## config.mk

```make
export PLATFORM = sky130hd
export DESIGN_NAME = sliding_window_peak_centroid_top
export DESIGN_NICKNAME = d
export VERILOG_FILES = /design/src/sv/swpc_pkg.sv /design/src/sv/swpc_queue.sv /design/src/sv/swpc_front.sv /design/src/sv/swpc_divider.sv /design/src/sv/sliding_window_peak_centroid_top.sv
export SDC_FILE = /design/constraint.sdc
export NUM_CORES = 2
export LEC_CHECK = 0
export ABC_AREA = 1
export BUFFER_PORTS_ARGS = -buffer_cell sky130_fd_sc_hd__buf_2
export CORE_MARGIN = 1
export CORE_UTILIZATION = 30
export DETAILED_ROUTE_END_ITERATION = 8
export HOLD_SLACK_MARGIN = 0.1
export PLACE_DENSITY = 0.4
export SYNTH_ARGS = -nofsm -noshare
export SYNTH_HDL_FRONTEND = slang
export SYNTH_HIERARCHICAL = 1
export SYNTH_SLANG_ARGS = --single-unit
```

## constraint.sdc

```tcl
create_clock -name aclk -period 13.05 [get_ports aclk]
set_clock_uncertainty 0.05 [all_clocks]
set_input_delay 1.305 -clock aclk [delete_from_list [all_inputs] [get_ports aclk]]
set_output_delay 1.305 -clock aclk [all_outputs]
set_load 0.02 [all_outputs]
```

## src/sv/swpc_pkg.sv

```systemverilog
// swpc_pkg: shared constants for the sliding-window peak/centroid block.
// No dependencies; imported by swpc_front, swpc_divider and the top module.
package swpc_pkg;

    localparam int SAMPLE_W     = 16;
    localparam int PEAK_SUM_W   = 16;
    localparam int PEAK_TIME_W  = 15;
    localparam int PIXEL_NUM_W  = 11;
    localparam int FRAC_BITS    = 8;
    localparam int EFF_W        = 16;

    localparam int CFG_INDEX_W  = 2;
    localparam int CFG_DATA_W   = 12;
    localparam int WS_CFG_W     = 5;
    localparam int NS_CFG_W     = 8;
    localparam int PC_CFG_W     = 12;

    localparam logic [CFG_INDEX_W-1:0] REG_WINDOW_SIZE       = 2'd0;
    localparam logic [CFG_INDEX_W-1:0] REG_SAMPLES_PER_PIXEL = 2'd1;
    localparam logic [CFG_INDEX_W-1:0] REG_PIXEL_COUNT       = 2'd2;

    localparam logic [WS_CFG_W-1:0] WINDOW_SIZE_RST       = 5'd6;
    localparam logic [NS_CFG_W-1:0] SAMPLES_PER_PIXEL_RST = 8'd40;
    localparam logic [PC_CFG_W-1:0] PIXEL_COUNT_RST       = 12'd1141;

    localparam int DEF_MAX_WINDOW  = 16;
    localparam int DEF_MAX_SAMPLES = 128;
    localparam int DEF_MAX_PIXELS  = 2048;

    localparam int QUEUE_DEPTH = 2;

endpackage

```

## src/sv/swpc_queue.sv

```systemverilog
// swpc_queue: small register FIFO between the accumulator and the divider.
// Depends on nothing beyond its parameters.
module swpc_queue #(
    parameter int DATA_W = 8,
    parameter int DEPTH  = 2
) (
    input  logic              aclk,
    input  logic              aresetn,
    input  logic              push_valid,
    output logic              push_ready,
    input  logic [DATA_W-1:0] push_data,
    output logic              pop_valid,
    input  logic              pop_ready,
    output logic [DATA_W-1:0] pop_data
);
    localparam int PTR_W = (DEPTH > 1) ? $clog2(DEPTH) : 1;
    localparam int CNT_W = $clog2(DEPTH + 1);

    logic [DATA_W-1:0] mem_reg [DEPTH];
    logic [PTR_W-1:0]  wr_ptr_reg, wr_ptr_next;
    logic [PTR_W-1:0]  rd_ptr_reg, rd_ptr_next;
    logic [CNT_W-1:0]  count_reg, count_next;
    logic              do_push, do_pop;

    assign push_ready = (count_reg != CNT_W'(DEPTH));
    assign pop_valid  = (count_reg != '0);
    assign pop_data   = mem_reg[rd_ptr_reg];
    assign do_push    = push_valid && push_ready;
    assign do_pop     = pop_valid && pop_ready;

    always_comb begin
        wr_ptr_next = wr_ptr_reg;
        rd_ptr_next = rd_ptr_reg;
        count_next  = count_reg;
        if (do_push) begin
            wr_ptr_next = (wr_ptr_reg == PTR_W'(DEPTH - 1)) ? '0 : wr_ptr_reg + 1'b1;
        end
        if (do_pop) begin
            rd_ptr_next = (rd_ptr_reg == PTR_W'(DEPTH - 1)) ? '0 : rd_ptr_reg + 1'b1;
        end
        if (do_push && !do_pop) begin
            count_next = count_reg + 1'b1;
        end else if (do_pop && !do_push) begin
            count_next = count_reg - 1'b1;
        end
    end

    always_ff @(posedge aclk) begin
        if (!aresetn) begin
            wr_ptr_reg <= '0;
            rd_ptr_reg <= '0;
            count_reg  <= '0;
        end else begin
            wr_ptr_reg <= wr_ptr_next;
            rd_ptr_reg <= rd_ptr_next;
            count_reg  <= count_next;
        end
    end

    always_ff @(posedge aclk) begin
        if (do_push) begin
            mem_reg[wr_ptr_reg] <= push_data;
        end
    end

endmodule

```

## src/sv/swpc_front.sv

```systemverilog
// swpc_front: configuration registers, window delay line, running and weighted
// sums, peak tracking and pixel counting. Uses swpc_pkg.
module swpc_front #(
    parameter int MAX_WINDOW  = swpc_pkg::DEF_MAX_WINDOW,
    parameter int MAX_SAMPLES = swpc_pkg::DEF_MAX_SAMPLES,
    parameter int MAX_PIXELS  = swpc_pkg::DEF_MAX_PIXELS,
    parameter int SUM_W       = swpc_pkg::SAMPLE_W + $clog2(MAX_WINDOW),
    parameter int WSUM_W      = SUM_W + $clog2(MAX_SAMPLES)
) (
    input  logic                                aclk,
    input  logic                                aresetn,
    input  logic                                cfg_wr_en,
    input  logic [swpc_pkg::CFG_INDEX_W-1:0]    cfg_wr_index,
    input  logic [swpc_pkg::CFG_DATA_W-1:0]     cfg_wr_data,
    input  logic                                s_valid,
    output logic                                s_ready,
    input  logic [swpc_pkg::SAMPLE_W-1:0]       s_sample,
    output logic                                q_valid,
    input  logic                                q_ready,
    output logic [swpc_pkg::PEAK_SUM_W-1:0]     q_sum,
    output logic [WSUM_W-1:0]                   q_weighted,
    output logic [SUM_W-1:0]                    q_divisor,
    output logic [swpc_pkg::PIXEL_NUM_W-1:0]    q_pixel,
    output logic                                q_frame_end
);
    import swpc_pkg::*;

    localparam int CNT_W  = $clog2(MAX_SAMPLES);
    localparam int TAP_W  = $clog2(MAX_WINDOW);
    localparam int PCNT_W = ($clog2(MAX_PIXELS) < 1) ? 1 : $clog2(MAX_PIXELS);
    localparam int PROD_W = SAMPLE_W + CNT_W;

    logic [WS_CFG_W-1:0] ws_cfg_reg;
    logic [NS_CFG_W-1:0] ns_cfg_reg;
    logic [PC_CFG_W-1:0] pc_cfg_reg;

    logic [SAMPLE_W-1:0]   dl_reg [MAX_WINDOW];
    logic [SUM_W-1:0]      rs_reg, rs_next;
    logic [WSUM_W-1:0]     wsum_reg, wsum_next;
    logic [PEAK_SUM_W-1:0] best_sum_reg;
    logic [WSUM_W-1:0]     best_w_reg;
    logic [SUM_W-1:0]      best_div_reg;
    logic [CNT_W-1:0]      cnt_reg;
    logic [PCNT_W-1:0]     pix_reg;

    logic [EFF_W-1:0]  ws_eff, ns_eff, pc_eff, cnt_ext;
    logic              emit, frame_end, accept, clear, cfg_clear, take;
    logic [TAP_W-1:0]  tap_idx;
    logic [SAMPLE_W-1:0] old;
    logic [CNT_W-1:0]  age;
    logic [PROD_W-1:0] prod_new, prod_old;

    always_comb begin
        if (ws_cfg_reg == '0) begin
            ws_eff = EFF_W'(1);
        end else if (EFF_W'(ws_cfg_reg) > EFF_W'(MAX_WINDOW)) begin
            ws_eff = EFF_W'(MAX_WINDOW);
        end else begin
            ws_eff = EFF_W'(ws_cfg_reg);
        end
        if (ns_cfg_reg < NS_CFG_W'(2)) begin
            ns_eff = EFF_W'(2);
        end else if (EFF_W'(ns_cfg_reg) > EFF_W'(MAX_SAMPLES)) begin
            ns_eff = EFF_W'(MAX_SAMPLES);
        end else begin
            ns_eff = EFF_W'(ns_cfg_reg);
        end
        if (pc_cfg_reg == '0) begin
            pc_eff = EFF_W'(1);
        end else if (EFF_W'(pc_cfg_reg) > EFF_W'(MAX_PIXELS)) begin
            pc_eff = EFF_W'(MAX_PIXELS);
        end else begin
            pc_eff = EFF_W'(pc_cfg_reg);
        end
    end

    assign cnt_ext   = EFF_W'(cnt_reg);
    assign emit      = (cnt_ext >= ns_eff - 1'b1);
    assign frame_end = (EFF_W'(pix_reg) >= pc_eff - 1'b1);

    assign s_ready = !emit || q_ready;
    assign accept  = s_valid && s_ready;
    assign q_valid = s_valid && emit;

    assign q_sum       = best_sum_reg;
    assign q_weighted  = best_w_reg;
    assign q_divisor   = best_div_reg;
    assign q_pixel     = PIXEL_NUM_W'(pix_reg);
    assign q_frame_end = frame_end;

    // oldest sample leaving the window
    assign tap_idx = TAP_W'(ws_eff - 1'b1);
    assign old     = dl_reg[tap_idx];
    assign age     = CNT_W'(cnt_ext - ws_eff);

    always_comb begin
        prod_new = PROD_W'(s_sample) * PROD_W'(cnt_reg);
        prod_old = (cnt_ext >= ws_eff) ? PROD_W'(old) * PROD_W'(age) : '0;
        rs_next   = rs_reg + SUM_W'(s_sample) - SUM_W'(old);
        wsum_next = wsum_reg + WSUM_W'(prod_new) - WSUM_W'(prod_old);
        take = (cnt_ext + 1'b1 >= ws_eff)
            && ((cnt_ext + 1'b1 == ws_eff) || (rs_next > SUM_W'(best_sum_reg)));
    end

    assign cfg_clear = cfg_wr_en
        && ((cfg_wr_index == REG_WINDOW_SIZE) || (cfg_wr_index == REG_SAMPLES_PER_PIXEL));
    assign clear = cfg_clear || (accept && emit);

    always_ff @(posedge aclk) begin
        if (!aresetn) begin
            ws_cfg_reg   <= WINDOW_SIZE_RST;
            ns_cfg_reg   <= SAMPLES_PER_PIXEL_RST;
            pc_cfg_reg   <= PIXEL_COUNT_RST;
            pix_reg      <= '0;
            cnt_reg      <= '0;
            rs_reg       <= '0;
            wsum_reg     <= '0;
            best_sum_reg <= '0;
            best_w_reg   <= '0;
            best_div_reg <= '0;
            for (int k = 0; k < MAX_WINDOW; k++) begin
                dl_reg[k] <= '0;
            end
        end else begin
            if (cfg_wr_en) begin
                case (cfg_wr_index)
                    REG_WINDOW_SIZE: begin
                        ws_cfg_reg <= cfg_wr_data[WS_CFG_W-1:0];
                    end
                    REG_SAMPLES_PER_PIXEL: begin
                        ns_cfg_reg <= cfg_wr_data[NS_CFG_W-1:0];
                    end
                    REG_PIXEL_COUNT: begin
                        pc_cfg_reg <= cfg_wr_data[PC_CFG_W-1:0];
                    end
                    default: begin
                    end
                endcase
            end
            if (accept && emit) begin
                pix_reg <= frame_end ? '0 : pix_reg + 1'b1;
            end
            if (clear) begin
                cnt_reg      <= '0;
                rs_reg       <= '0;
                wsum_reg     <= '0;
                best_sum_reg <= '0;
                best_w_reg   <= '0;
                best_div_reg <= '0;
                for (int k = 0; k < MAX_WINDOW; k++) begin
                    dl_reg[k] <= '0;
                end
            end else if (accept) begin
                cnt_reg  <= cnt_reg + 1'b1;
                rs_reg   <= rs_next;
                wsum_reg <= wsum_next;
                dl_reg[0] <= s_sample;
                for (int k = 1; k < MAX_WINDOW; k++) begin
                    dl_reg[k] <= dl_reg[k-1];
                end
                if (take) begin
                    best_sum_reg <= PEAK_SUM_W'(rs_next);
                    best_w_reg   <= wsum_next;
                    best_div_reg <= rs_next;
                end
            end
        end
    end

endmodule

```

## src/sv/swpc_divider.sv

```systemverilog
// swpc_divider: per-pixel centroid, weighted sum * 256 / sum, one quotient bit a
// cycle, saturating; drives the registered result channel. Uses swpc_pkg.
module swpc_divider #(
    parameter int SUM_W  = 20,
    parameter int WSUM_W = 27
) (
    input  logic                                aclk,
    input  logic                                aresetn,
    input  logic                                e_valid,
    output logic                                e_ready,
    input  logic [swpc_pkg::PEAK_SUM_W-1:0]     e_sum,
    input  logic [WSUM_W-1:0]                   e_weighted,
    input  logic [SUM_W-1:0]                    e_divisor,
    input  logic [swpc_pkg::PIXEL_NUM_W-1:0]    e_pixel,
    input  logic                                e_frame_end,
    output logic                                m_valid,
    input  logic                                m_ready,
    output logic [swpc_pkg::PEAK_SUM_W-1:0]     m_peak_sum,
    output logic [swpc_pkg::PEAK_TIME_W-1:0]    m_peak_time,
    output logic [swpc_pkg::PIXEL_NUM_W-1:0]    m_pixel_number,
    output logic                                m_frame_end
);
    import swpc_pkg::*;

    localparam int DVD_W  = WSUM_W + FRAC_BITS;
    localparam int TOP_W  = DVD_W - PEAK_TIME_W;
    localparam int CMP_W  = (TOP_W > SUM_W) ? TOP_W : SUM_W;
    localparam int STEP_W = $clog2(PEAK_TIME_W + 1);

    localparam logic [1:0] ST_IDLE = 2'd0;
    localparam logic [1:0] ST_DIV  = 2'd1;
    localparam logic [1:0] ST_DONE = 2'd2;

    logic [1:0]             state_reg, state_next;
    logic [SUM_W-1:0]       rem_reg, rem_next;
    logic [PEAK_TIME_W-1:0] low_reg, low_next;
    logic [PEAK_TIME_W-1:0] q_reg, q_next;
    logic [STEP_W-1:0]      step_reg, step_next;
    logic [SUM_W-1:0]       div_reg;
    logic [PEAK_SUM_W-1:0]  sum_reg;
    logic [PIXEL_NUM_W-1:0] pix_reg;
    logic                   fe_reg;

    logic                   m_valid_reg, m_valid_next;
    logic [PEAK_SUM_W-1:0]  m_sum_reg;
    logic [PEAK_TIME_W-1:0] m_time_reg;
    logic [PIXEL_NUM_W-1:0] m_pix_reg;
    logic                   m_fe_reg;

    logic [DVD_W-1:0] dvd;
    logic [TOP_W-1:0] dvd_top;
    logic             sat, load, out_load;
    logic [SUM_W:0]   trial, trial_sub;

    assign e_ready  = (state_reg == ST_IDLE);
    assign load     = e_valid && e_ready;
    assign out_load = (state_reg == ST_DONE) && (!m_valid_reg || m_ready);

    assign dvd     = {e_weighted, {FRAC_BITS{1'b0}}};
    assign dvd_top = dvd[DVD_W-1:PEAK_TIME_W];
    // quotient needs more than 15 bits
    assign sat     = (CMP_W'(dvd_top) >= CMP_W'(e_divisor));

    assign trial     = {rem_reg, low_reg[PEAK_TIME_W-1]};
    assign trial_sub = trial - {1'b0, div_reg};

    always_comb begin
        state_next = state_reg;
        rem_next   = rem_reg;
        low_next   = low_reg;
        q_next     = q_reg;
        step_next  = step_reg;
        case (state_reg)
            ST_IDLE: begin
                if (load) begin
                    rem_next  = SUM_W'(dvd_top);
                    low_next  = dvd[PEAK_TIME_W-1:0];
                    step_next = '0;
                    if (e_divisor == '0) begin
                        q_next     = '0;
                        state_next = ST_DONE;
                    end else if (sat) begin
                        q_next     = '1;
                        state_next = ST_DONE;
                    end else begin
                        q_next     = '0;
                        state_next = ST_DIV;
                    end
                end
            end
            ST_DIV: begin
                if (trial >= {1'b0, div_reg}) begin
                    rem_next = SUM_W'(trial_sub);
                    q_next   = {q_reg[PEAK_TIME_W-2:0], 1'b1};
                end else begin
                    rem_next = SUM_W'(trial);
                    q_next   = {q_reg[PEAK_TIME_W-2:0], 1'b0};
                end
                low_next  = {low_reg[PEAK_TIME_W-2:0], 1'b0};
                step_next = step_reg + 1'b1;
                if (step_reg == STEP_W'(PEAK_TIME_W - 1)) begin
                    state_next = ST_DONE;
                end
            end
            ST_DONE: begin
                if (out_load) begin
                    state_next = ST_IDLE;
                end
            end
            default: begin
                state_next = ST_IDLE;
            end
        endcase
    end

    always_comb begin
        m_valid_next = m_valid_reg;
        if (out_load) begin
            m_valid_next = 1'b1;
        end else if (m_ready) begin
            m_valid_next = 1'b0;
        end
    end

    always_ff @(posedge aclk) begin
        if (!aresetn) begin
            state_reg   <= ST_IDLE;
            m_valid_reg <= 1'b0;
        end else begin
            state_reg   <= state_next;
            m_valid_reg <= m_valid_next;
        end
    end

    always_ff @(posedge aclk) begin
        rem_reg  <= rem_next;
        low_reg  <= low_next;
        q_reg    <= q_next;
        step_reg <= step_next;
        if (load) begin
            div_reg <= e_divisor;
            sum_reg <= e_sum;
            pix_reg <= e_pixel;
            fe_reg  <= e_frame_end;
        end
        if (out_load) begin
            m_sum_reg  <= sum_reg;
            m_time_reg <= q_reg;
            m_pix_reg  <= pix_reg;
            m_fe_reg   <= fe_reg;
        end
    end

    assign m_valid        = m_valid_reg;
    assign m_peak_sum     = m_sum_reg;
    assign m_peak_time    = m_time_reg;
    assign m_pixel_number = m_pix_reg;
    assign m_frame_end    = m_fe_reg;

endmodule

```

## src/sv/sliding_window_peak_centroid_top.sv

```systemverilog
// Throughput: one sample per cycle, stalled on a pixel's last sample while the queue
// is full; the divider takes one pixel at a time and is busy from load until its
// result is registered, so short pixels are paced by it through a two-entry queue.
// Each result passes the queue, the divider load, the division steps (skipped for a
// zero sum or saturation), done state and output register. Reset: synchronous,
// active low, registers to their defaults, all sums, counters and queue cleared.
module sliding_window_peak_centroid_top #(
    parameter int MAX_WINDOW  = swpc_pkg::DEF_MAX_WINDOW,
    parameter int MAX_SAMPLES = swpc_pkg::DEF_MAX_SAMPLES,
    parameter int MAX_PIXELS  = swpc_pkg::DEF_MAX_PIXELS
) (
    input  logic                                aclk,
    input  logic                                aresetn,
    input  logic                                cfg_wr_en,
    input  logic [swpc_pkg::CFG_INDEX_W-1:0]    cfg_wr_index,
    input  logic [swpc_pkg::CFG_DATA_W-1:0]     cfg_wr_data,
    input  logic                                s_valid,
    output logic                                s_ready,
    input  logic [swpc_pkg::SAMPLE_W-1:0]       s_sample,
    output logic                                m_valid,
    input  logic                                m_ready,
    output logic [swpc_pkg::PEAK_SUM_W-1:0]     m_peak_sum,
    output logic [swpc_pkg::PEAK_TIME_W-1:0]    m_peak_time,
    output logic [swpc_pkg::PIXEL_NUM_W-1:0]    m_pixel_number,
    output logic                                m_frame_end
);
    import swpc_pkg::*;

    localparam int SUM_W   = SAMPLE_W + $clog2(MAX_WINDOW);
    localparam int WSUM_W  = SUM_W + $clog2(MAX_SAMPLES);
    localparam int ENTRY_W = PEAK_SUM_W + WSUM_W + SUM_W + PIXEL_NUM_W + 1;

    logic                   q_valid, q_ready;
    logic [PEAK_SUM_W-1:0]  q_sum;
    logic [WSUM_W-1:0]      q_weighted;
    logic [SUM_W-1:0]       q_divisor;
    logic [PIXEL_NUM_W-1:0] q_pixel;
    logic                   q_frame_end;

    logic                   e_valid, e_ready;
    logic [ENTRY_W-1:0]     push_entry, pop_entry;
    logic [PEAK_SUM_W-1:0]  e_sum;
    logic [WSUM_W-1:0]      e_weighted;
    logic [SUM_W-1:0]       e_divisor;
    logic [PIXEL_NUM_W-1:0] e_pixel;
    logic                   e_frame_end;

    swpc_front #(
        .MAX_WINDOW  (MAX_WINDOW),
        .MAX_SAMPLES (MAX_SAMPLES),
        .MAX_PIXELS  (MAX_PIXELS),
        .SUM_W       (SUM_W),
        .WSUM_W      (WSUM_W)
    ) u_front (
        .aclk         (aclk),
        .aresetn      (aresetn),
        .cfg_wr_en    (cfg_wr_en),
        .cfg_wr_index (cfg_wr_index),
        .cfg_wr_data  (cfg_wr_data),
        .s_valid      (s_valid),
        .s_ready      (s_ready),
        .s_sample     (s_sample),
        .q_valid      (q_valid),
        .q_ready      (q_ready),
        .q_sum        (q_sum),
        .q_weighted   (q_weighted),
        .q_divisor    (q_divisor),
        .q_pixel      (q_pixel),
        .q_frame_end  (q_frame_end)
    );

    assign push_entry = {q_sum, q_weighted, q_divisor, q_pixel, q_frame_end};

    swpc_queue #(
        .DATA_W (ENTRY_W),
        .DEPTH  (QUEUE_DEPTH)
    ) u_queue (
        .aclk       (aclk),
        .aresetn    (aresetn),
        .push_valid (q_valid),
        .push_ready (q_ready),
        .push_data  (push_entry),
        .pop_valid  (e_valid),
        .pop_ready  (e_ready),
        .pop_data   (pop_entry)
    );

    assign {e_sum, e_weighted, e_divisor, e_pixel, e_frame_end} = pop_entry;

    swpc_divider #(
        .SUM_W  (SUM_W),
        .WSUM_W (WSUM_W)
    ) u_divider (
        .aclk           (aclk),
        .aresetn        (aresetn),
        .e_valid        (e_valid),
        .e_ready        (e_ready),
        .e_sum          (e_sum),
        .e_weighted     (e_weighted),
        .e_divisor      (e_divisor),
        .e_pixel        (e_pixel),
        .e_frame_end    (e_frame_end),
        .m_valid        (m_valid),
        .m_ready        (m_ready),
        .m_peak_sum     (m_peak_sum),
        .m_peak_time    (m_peak_time),
        .m_pixel_number (m_pixel_number),
        .m_frame_end    (m_frame_end)
    );

endmodule
```

==> impl_metrics.tcl <==
set metrics [dict create \
    insertion_delay_ns 0.69 \
    nFillCells 15100 \
    layout_setup_ws_ns 1.43 \
    overflow 0 \
    period_share_pct 89.0 \
    drv_cap 0 \
    setup-tns-final_ns 0 \
    core_area_um2 146000 \
    h-tree-depth 3 \
    numPortBuffers 79 \
    pwr-share-clk_pct 19.5 \
    largest_reg_flops 256 \
    relSlewSlack_pct 23.6 \
    arrival_ns 12.13 \
    crit_top_cell "fa_1" \
    whs_endpoint "u_divider/m_pixel_number[7]" \
    syn2layout_area_growth_pct 11.1 \
    cts.sinks 688 \
    syn_area_um2 44000 \
    finalCriticalPeriod_ns 11.62 \
    first_global_vias 30723 \
    num_rows 140 \
    grt_pass1_wl_um 184000 \
    internal-power_uw 6690 \
    p_sw_share_pct 46.5 \
    synth_edf_count 527 \
    wirelength_um 119000 \
    cts.clk_slew.worst_paths_ns 0.06 \
    cts-root-buf "clkbuf_16" \
    synth_fp_nets 5154 \
    synth.most_common_cell "nand2_1" \
    ant_nets 0 \
    place_area_um2 46000 \
    p_sw_uw 5810 \
    min_from "u_divider/pix_reg[7]" \
    p_per_area_nw_per_um2 256 \
    cpPeakStageDelay_ns 0.67 \
    cts_tree "built" \
    synth_common_cells "nand2_1 (943), inv_1 (906), edfxtp_1 (527)" \
    worstSetupStartpointType "flip-flop" \
    ioPinCount 80 \
    crit_path_end_kind "flip-flop" \
    seq_power_share_pct 23.4 \
    grt_setup_unrepaired "no" \
    ctsHoldBuffers 0 \
    grt_max_degree 97 \
    antenna_cells 0 \
    start_util_pct 30.2 \
    grt_usage_pct 16.3 \
    worst_pin_slew_ns 1.15 \
    synth_seq_cells 688 \
    cts_resized 0 \
    r2r-end "u_front/q_weighted[14]" \
    routedWlPerCell_um 17.8 \
    yosys_warnings 6 \
    gp_congestion 0.873 \
    vias 30053 \
    synth_flop_cell "edfxtp_1" \
    die-area_um2 148000 \
    syn_inst 4712 \
    dr.pass1.iters 5 \
    numCtsBuffers 84 \
    cts.path.max_buffers 3 \
    path_max_fanout 72 \
    r2r-start "u_front/ws_cfg_reg[4]" \
    crit_type "flip-flop to flip-flop" \
    setup_violations 0 \
    cellLeakagePower_uw 0.0212 \
    synth_top_cell_area_share_pct 36.0 \
    hold_violations 0 \
    drive_gt1_share_pct 12.3 \
    status "finished clean" \
    die_w_um 385 \
    cp_slowest_cell "inv_4" \
    ys_top_cells_by_area "edfxtp_1 (36%), fa_1 (9.1%), nand2_1 (8.0%)" \
    pwr-share-comb_pct 57.1 \
    synth_top_area_cell "edfxtp_1" \
    worstHoldPathCells 0 \
    drv_slew 0 \
    final_area_um2 48900 \
    hold_class "flip-flop to flip-flop" \
    pre_cts_slack_ns 1.44 \
    syn_area_per_cell_um2 9.33 \
    regToRegSetupSlack_ns 1.43 \
    cp.required_ns 13.56 \
    hpwl_um 85900 \
    drtIter0Drc 1581 \
    seq_area_frac_synth_pct 43.3 \
    synth.distinct_cells 52 \
    peakVddDrop_v 0.000216 \
    r2r.worst_path.cells 45 \
    drc_errors 0 \
    postCtsSetupBuffers 0 \
    die_h_um 385 \
    antenna_found_initial 4 \
    ys_async_sr_fraction_pct 0 \
    max_freq_mhz 86.1 \
    fin_nets 5172 \
    via_per_inst 4.48 \
]
critical path, delay by kind of cell (launching register included):
kind	cells	cell delay, ns
xor gates and xnor gates	1	0.40
AOI/OAI and AO/OA	7	1.34
buffers and inverters	10	1.59
and+or+nand+nor	16	2.37
adders and majority gates	11	5.29
DFF	1	0.37
cells in the final DEF (no fill, tap or decap), types with 45 or more instances in the layout:
cell type / Yosys / layout
a21oi_1: 196 / 193
buf_2: 48 / 79
buf_4: 19 / 45
clkbuf_16: 0 / 87
dfxtp_1: 161 / 160
edfxtp_1: 527 / 527
fa_1: 200 / 200
ha_1: 207 / 207
inv_1: 906 / 905
mux2_4: 50 / 50
nand2_1: 943 / 940
nand3_1: 206 / 205
nor2_1: 348 / 345
nor2_4: 184 / 188
o211ai_1: 86 / 86
o21ai_0: 169 / 169
stage by stage:
step | util (%) | cells | total power, uW | hold slack (ns)
global placement | 31.6 | 6561 | 10200 | 0.351
detailed placement | 31.6 | 6561 | 10200 | 0.355
global route | 33.6 | 6715 | 13800 | 0.378
floorplan | - | 4712 | 8260 | 0.350
finish | 33.6 | 6715 | 12500 | 0.367
CTS | 33.6 | 6715 | 12700 | 0.368
cell type report:
class                   instances  area [um2]  area share [%]
clock buffers                 118        2380            4.88
clock inverters                36         509            1.04
inverters                     917        3450            7.05
multi-input cells            2913       20300            41.6
flip-flops and latches        688       19100            39.0
well taps                    1917        2400            4.91
repair buffers                126         773            1.58
kinds of logic after synthesis:
group	count (synthesis)	share of synthesized area (%)
AOI/OAI and AO/OA	505	6.49
buffers and inverters	1111	10.7
and+or+nand+nor	1849	20.6
muxes	75	2.35
xor gates and xnor gates	77	1.53
adders and majority gates	407	15.0
DFF	688	43.3
power by group through the flow:
stage          sequential [uW]  combinational [uW]  clock [uW]
3_3_place_gp              2970                7250           0
4_1_cts                   2930                7250        2530
2_1_floorplan             2950                5310           0
5_1_grt                   2960                8240        2610
6_report                  2920                7140        2440
3_5_place_dp              2970                7200           0
how the worst max path moves through the flow:
stage / slack [ns] / to / startpoint / depth (start not counted)
3_3_place_gp: 1.35 / u_front/q_weighted[14] / u_front/ws_cfg_reg[4] / 45
2_1_floorplan: 3.12 / u_front/q_weighted[24] / u_front/ws_cfg_reg[0] / 48
3_5_place_dp: 1.44 / u_front/q_weighted[14] / u_front/ws_cfg_reg[4] / 45
4_1_cts: 1.39 / u_front/q_weighted[14] / u_front/ws_cfg_reg[4] / 45
5_1_grt: 0.74 / u_front/q_weighted[14] / u_front/ws_cfg_reg[4] / 45
6_report: 1.43 / u_front/q_weighted[14] / u_front/ws_cfg_reg[4] / 45
per-layer routing:
metal / share of wire, % / track usage (%) / routed length [um] / up-vias
met2: 48 / 27.7 / 57800 / 411
met4: 3.2 / 5.70 / 3880 / 0
li1: - / - / - / 15027
met1: 45 / 20.9 / 54100 / 14476
met5: 0 / 0 / 0 / -
met3: 3.1 / 2.27 / 3660 / 139
Note: power is estimated with default switching activity, not from simulation.
